==> config.mk <==
export PLATFORM = sky130hd
export DESIGN_NAME = lru_key_value_cache
export DESIGN_NICKNAME = d
export VERILOG_FILES = /design/src/sv/lkvc_pkg.sv /design/src/sv/lkvc_store.sv /design/src/sv/lru_key_value_cache.sv
export SDC_FILE = /design/constraint.sdc
export NUM_CORES = 2
export LEC_CHECK = 0
export BUFFER_PORTS_ARGS = -buffer_cell sky130_fd_sc_hd__clkbuf_2
export CAP_MARGIN = 20
export CORE_UTILIZATION = 40
export CTS_CLUSTER_DIAMETER = 50
export DETAILED_ROUTE_END_ITERATION = 8
export PLACE_DENSITY = 0.61
export SLEW_MARGIN = 10
export SYNTH_ARGS = -nofsm -noshare
export SYNTH_HDL_FRONTEND = slang
export SYNTH_SLANG_ARGS = --single-unit
==> constraint.sdc <==
create_clock -name clk -period 13.7 [get_ports clk]
set_input_delay 2.74 -clock clk [delete_from_list [all_inputs] [get_ports clk]]
set_output_delay 2.74 -clock clk [all_outputs]
set_load 0.02 [all_outputs]
==> src/sv/lkvc_pkg.sv <==
// Shared types and constants for the LRU key/value cache.
`default_nettype none
package lkvc_pkg;

	localparam int ENTRIES_DEF = 16;
	localparam int CAP_W       = 5;

	localparam logic [CAP_W-1:0] CAP_RESET = CAP_W'(16);
	localparam logic [31:0]      READ_MISS = 32'hFFFF_FFFF;
	localparam logic [31:0]      READ_PUT  = 32'h0000_0000;

	typedef enum logic {
		OP_GET = 1'b0,
		OP_PUT = 1'b1
	} op_t;

	typedef struct packed {
		op_t                op;
		logic signed [31:0] lookup_key;
		logic signed [31:0] put_value;
	} in_t;

	typedef struct packed {
		logic               hit;
		logic signed [31:0] read_value;
		logic               evicted;
	} out_t;

endpackage
`default_nettype wire

==> src/sv/lkvc_store.sv <==
// Entry storage, parallel key match and recency rank update.
`default_nettype none
module lkvc_store #(
	parameter int ENTRIES = lkvc_pkg::ENTRIES_DEF
) (
	input  wire logic                       clk,
	input  wire logic                       arst_n,
	input  wire logic                       req_valid,
	input  wire lkvc_pkg::in_t              req,
	input  wire logic [lkvc_pkg::CAP_W-1:0] capacity,
	output lkvc_pkg::out_t                  rsp
);

	localparam int RANK_W = (ENTRIES > 1) ? $clog2(ENTRIES) : 1;
	localparam int CNT_W  = $clog2(ENTRIES + 1);
	localparam int CMP_W  = (CNT_W > lkvc_pkg::CAP_W) ? CNT_W : lkvc_pkg::CAP_W;

	logic [31:0]       key_q  [ENTRIES];
	logic [31:0]       val_q  [ENTRIES];
	logic [RANK_W-1:0] rank_q [ENTRIES];
	logic [RANK_W-1:0] rank_d [ENTRIES];
	logic [ENTRIES-1:0] valid_q;
	logic [ENTRIES-1:0] valid_d;
	logic [CNT_W-1:0]   occ_q;
	logic [CNT_W-1:0]   occ_d;

	logic [ENTRIES-1:0] hit_vec;
	logic [ENTRIES-1:0] lru_vec;
	logic [ENTRIES-1:0] free_vec;
	logic [ENTRIES-1:0] slot_vec;
	logic [ENTRIES-1:0] wr_vec;
	logic [CNT_W-1:0]   occ_m1;
	logic [RANK_W-1:0]  lru_rank;
	logic [RANK_W-1:0]  hit_rank;
	logic [31:0]        hit_data;
	logic [CMP_W-1:0]   cap_ext;
	logic [CMP_W-1:0]   eff_cap;
	logic               hit;
	logic               is_put;
	logic               full;
	logic               do_evict;
	logic               do_insert;

	always_comb begin
		cap_ext = CMP_W'(capacity);
		if (cap_ext == '0) begin
			eff_cap = CMP_W'(1);
		end else if (cap_ext > CMP_W'(ENTRIES)) begin
			eff_cap = CMP_W'(ENTRIES);
		end else begin
			eff_cap = cap_ext;
		end
	end

	assign full     = CMP_W'(occ_q) >= eff_cap;
	assign occ_m1   = occ_q - CNT_W'(1);
	assign lru_rank = occ_m1[RANK_W-1:0];

	always_comb begin
		hit_rank = '0;
		hit_data = '0;
		for (int i = 0; i < ENTRIES; i++) begin
			hit_vec[i] = valid_q[i] && (key_q[i] == req.lookup_key);
			lru_vec[i] = valid_q[i] && (rank_q[i] == lru_rank);
			hit_rank   = hit_rank | (rank_q[i] & {RANK_W{hit_vec[i]}});
			hit_data   = hit_data | (val_q[i] & {32{hit_vec[i]}});
		end
	end

	// lowest clear bit of the valid mask
	assign free_vec = ~valid_q & (valid_q + ENTRIES'(1));

	assign hit       = |hit_vec;
	assign is_put    = (req.op == lkvc_pkg::OP_PUT);
	assign do_evict  = req_valid && is_put && !hit && full && (occ_q != '0);
	assign do_insert = req_valid && is_put && !hit;
	assign slot_vec  = do_evict ? lru_vec : free_vec;
	assign wr_vec    = do_insert ? slot_vec : (is_put && req_valid ? hit_vec : '0);

	always_comb begin
		valid_d = valid_q;
		occ_d   = occ_q;
		for (int i = 0; i < ENTRIES; i++) begin
			rank_d[i] = rank_q[i];
		end
		if (req_valid && hit) begin
			for (int i = 0; i < ENTRIES; i++) begin
				if (hit_vec[i]) begin
					rank_d[i] = '0;
				end else if (valid_q[i] && (rank_q[i] < hit_rank)) begin
					rank_d[i] = rank_q[i] + RANK_W'(1);
				end
			end
		end else if (do_insert) begin
			for (int i = 0; i < ENTRIES; i++) begin
				if (slot_vec[i]) begin
					rank_d[i] = '0;
				end else if (valid_q[i]) begin
					rank_d[i] = rank_q[i] + RANK_W'(1);
				end
			end
			valid_d = valid_q | slot_vec;
			if (!do_evict) begin
				occ_d = occ_q + CNT_W'(1);
			end
		end
	end

	always_ff @(posedge clk or negedge arst_n) begin
		if (!arst_n) begin
			valid_q <= '0;
			occ_q   <= '0;
			for (int i = 0; i < ENTRIES; i++) begin
				rank_q[i] <= '0;
			end
		end else begin
			valid_q <= valid_d;
			occ_q   <= occ_d;
			for (int i = 0; i < ENTRIES; i++) begin
				rank_q[i] <= rank_d[i];
			end
		end
	end

	always_ff @(posedge clk) begin
		for (int i = 0; i < ENTRIES; i++) begin
			if (wr_vec[i]) begin
				val_q[i] <= req.put_value;
			end
			if (do_insert && slot_vec[i]) begin
				key_q[i] <= req.lookup_key;
			end
		end
	end

	always_comb begin
		rsp.hit     = hit;
		rsp.evicted = do_evict;
		if (is_put) begin
			rsp.read_value = lkvc_pkg::READ_PUT;
		end else if (hit) begin
			rsp.read_value = hit_data;
		end else begin
			rsp.read_value = lkvc_pkg::READ_MISS;
		end
	end

endmodule
`default_nettype wire

==> src/sv/lru_key_value_cache.sv <==
// Top level of the LRU key/value cache: command port, capacity register, result register.
// One get or put is taken on every cycle that start is high (busy stays low). The result
// beat appears on result with done two cycles after the start beat and cannot be stalled,
// so the receiver must take every beat. The key match over all entries and the recency
// rank update finish in the one cycle between the command register and the result
// register, which sets the rate of one item per clock.
`default_nettype none
module lru_key_value_cache #(
	parameter int ENTRIES = lkvc_pkg::ENTRIES_DEF
) (
	input  wire logic                       clk,
	input  wire logic                       arst_n,
	input  wire logic                       start,
	output logic                            busy,
	input  wire lkvc_pkg::in_t              item,
	input  wire logic                       cfg_valid,
	output logic                            cfg_ready,
	input  wire logic [lkvc_pkg::CAP_W-1:0] cfg_data,
	output logic                            done,
	output lkvc_pkg::out_t                  result
);

	logic                       valid_s1;
	lkvc_pkg::in_t              item_s1;
	logic                       valid_s2;
	lkvc_pkg::out_t             result_s2;
	lkvc_pkg::out_t             rsp;
	logic [lkvc_pkg::CAP_W-1:0] cap_q;

	assign busy      = 1'b0;
	assign cfg_ready = 1'b1;

	always_ff @(posedge clk or negedge arst_n) begin
		if (!arst_n) begin
			cap_q <= lkvc_pkg::CAP_RESET;
		end else if (cfg_valid && cfg_ready) begin
			cap_q <= cfg_data;
		end
	end

	always_ff @(posedge clk or negedge arst_n) begin
		if (!arst_n) begin
			valid_s1 <= 1'b0;
			valid_s2 <= 1'b0;
		end else begin
			valid_s1 <= start && !busy;
			valid_s2 <= valid_s1;
		end
	end

	always_ff @(posedge clk) begin
		if (start && !busy) begin
			item_s1 <= item;
		end
		result_s2 <= rsp;
	end

	lkvc_store #(
		.ENTRIES (ENTRIES)
	) u_store (
		.clk       (clk),
		.arst_n    (arst_n),
		.req_valid (valid_s1),
		.req       (item_s1),
		.capacity  (cap_q),
		.rsp       (rsp)
	);

	assign done   = valid_s2;
	assign result = result_s2;

	a_two_cycle: assert property (@(posedge clk) disable iff (!arst_n)
		start && !busy |-> ##2 done)
		else $error("result beat missing two cycles after start");

	a_no_spurious: assert property (@(posedge clk) disable iff (!arst_n)
		done |-> $past(start && !busy, 2))
		else $error("result beat without a start beat");

	a_evict_miss: assert property (@(posedge clk) disable iff (!arst_n)
		done && result.evicted |-> !result.hit && result.read_value == lkvc_pkg::READ_PUT)
		else $error("eviction reported on a hit or a get");

endmodule
`default_nettype wire

==> flow_summary.ini <==
[synthesis]
post_synth_most_frequent_cells = edfxtp_1, xnor2_1, nand4_1
yosysMostFrequentCell = edfxtp_1
yosys_warnings = 0
yosys_most_used_dff = edfxtp_1
yosys_register_bits = 1215
synth_sequential_area_ratio = 0.679
synth.top_cells.by_area = edfxtp_1, xnor2_1, dfrtp_1
synthesis.area_um2 = 52500
synth_edf_count = 1089
post_synth.cell_area_avg_um2 = 14.5
synth.net_count = 3744
synth_cell_types = 89
synth_top_cell_by_area = edfxtp_1
post-synth-top-area-fraction = 0.622
syn_inst = 3630
postSynth.asyncResetShare = 0.0757

[timing]
worst-slew-pin-transition_ps = 1290
clock-skew-final_ps = 34.6
max_freq_ghz = 0.143
finalWorstPathRequiredPeriod_ps = 6990
timing.final.crit_share = 0.510
final.setup.tns_ps = 0
hold_viol = 0
maxSlewViolCount = 0
slew_headroom = 0.131
finalSetupViolations = 0
setup_repair_after_global_routing_missed_its_margin = false

[job]
max_cap_viols = 0

[clock_tree]
clockBufferDepth = 3
clock_buffers_created_by_tritoncts = 138
cts_hold_repair.buffers = 0
count_of_h_tree_levels_built_during_cts = 4
clock_insertion_delay_worst_skew_ps = 780
clk_root_buffer_cell = clkbuf_16
clk_pin_slew_ps = 60
cts_tree = yes
cts_post_setup_buffers_inserted = 0
tritoncts_num_sinks = 1215
cts-resized-gates = 0

[place]
dp.final_hpwl_mm = 95.1
globalplace.congestion = 0.955
numPortBuffers = 108

[drt]
remaining_drc_errors = 0
num_vias = 33300
drt_pass1_iterations = 5
drt-total-wl_mm = 158
antenna_left = 0
via_per_inst = 5.89
post_drt_wl_per_cell_um = 28.0
detail_route.iter0.violations = 3693

[power]
power_leakage_nw = 19.2
ir_drop_worst_vdd_v = 0.000119
power_density_nw_per_um2 = 157

[layout]
nets = 3918
layout_stage_area_growth_over_the_synthesis_result_pct = 13.6
fillCellCount = 11300
n_antenna_cell = 0
layout-drive-gt1-share = 0.137
post-route-util = 0.459

[die]
io-pin-count = 111
die_area_um2 = 133000
fp.dieW_um = 364
placement_rows = 132
floorplan.initialDensity = 0.404
core_region_area_um2 = 130000
die_height_um = 364

[global_route]
vias_in_the_first_global_route = 32100
grt_ovf = 0
grt_antenna_before_repair = 1
first_pass_grt_wire_length_mm = 227
grt_start_max_net_pins = 48
grt_use_total = 0.238

[worst_setup_path]
critPathCaptureType = flop
worst_setup_path_start_kind = flop
worst-path-max-fanout = 45
worst_ep_required_time_ps = 14100
crit_arrival_ps = 7390
worst-setup-path-type = flop to flop

[hold_path]
holdCritPathClass = flop to flop

[status]
outcome = complete, no violations
critical path, stage by stage (launching register included):
cell and delay [ps]:
edfxtp_1 570, buf_4 450, xnor2_1 200, nand4_1 150, nor4_1 1030, and3_2 350, buf_4 600, nor4_1 170
and4_2 250, buf_4 360, nand2_2 290, inv_1 180, o31ai_1 460, and2_1 200, buf_4 410, o21bai_4 310
buf_4 580
logic make-up after synthesis:
logic type                 Yosys count  synth area share
AOI/OAI and AO/OA                  524            0.0768
xor gates and xnor gates           577            0.0962
adders and majority gates           59            0.0134
buffers and inverters              243            0.0228
DFF                               1215             0.679
muxes                               37           0.00743
other                                2          0.000143
and+or+nand+nor                    973             0.104
area by class of cell:
cell class              count  area (um2)  share of cell area
flip-flops and latches   1215       35700               0.598
repair buffers            217        1360              0.0227
inverters                  60         225             0.00377
well taps                1742        2180              0.0365
clock inverters            73         663              0.0111
multi-input cells        2172       15900               0.266
clock buffers             174        3710              0.0622
metrics by stage:
stage          std cells  instance area, um2  hold slack, ps  setup slack, ps  power [W]
2_1_floorplan       3630               52500             352             8020    0.00537
3_3_place_gp        5403               55300             511             7050    0.00584
3_5_place_dp        5405               55300             520             6960    0.00586
4_1_cts             5652               59700             532             6940    0.00942
5_1_grt             5653               59700             551             6590    0.00968
6_report            5653               59700             524             6710    0.00937
report_power, final:
part | switching, W | internal [W] | leakage, nW
registers | 0.000205 | 0.00433 | 11.3
logic | 0.000837 | 0.000434 | 5.70
clock network | 0.00151 | 0.00206 | 2.13
total | 0.00255 | 0.00682 | 19.2
flip-flops by register name, summed over array words and instances, names as in the netlist:
| signal | count |
|---|---|
| cap_q | 5 |
| done | 1 |
| item_s1 | 65 |
| result | 34 |
| u_store.key_q | 512 |
| u_store.occ_q | 5 |
| u_store.rank_q | 64 |
| u_store.val_q | 512 |
| u_store.valid_q | 16 |
| valid_s1 | 1 |
worst paths after layout:
check                                         to  slack, ps  cells after the start         from
min in group asynchronous     u_store.rank_q[44]       2000                      1       arst_n
hold / removal                          cap_q[0]        520                      1     cap_q[0]
setup reg to reg           u_store.val_q[0][138]       6710                     16  item_s1[36]
setup / recovery           u_store.val_q[0][138]       6710                     16  item_s1[36]
hold reg to reg                         cap_q[0]        520                      1     cap_q[0]
max in group asynchronous     u_store.rank_q[42]      10520                      2       arst_n
cells in the final DEF (no fill, tap or decap), types with 39 or more instances in the layout:
cell type and instances:
clkbuf_16 143, clkbuf_2 106, o21ai_0 49, nor2_1 125
nor3_1 85, xnor2_1 452, buf_4 108, a22o_1 39
xor2_1 123, inv_1 58, dfrtp_1 91, nand3_1 112
nor4_1 58, ha_1 40, nand4_1 286, edfxtp_1 1089
a22oi_1 196, nand2_1 98
metal layers:
metal,track usage,vias up,routed length [um]
li1,-,14500,-
met1,0.327,16900,67100
met2,0.380,1601,74200
met3,0.0381,307,11800
met4,0.0864,0,5380
met5,0,-,0
No activity file was read; power rests on OpenSTA's default activity.
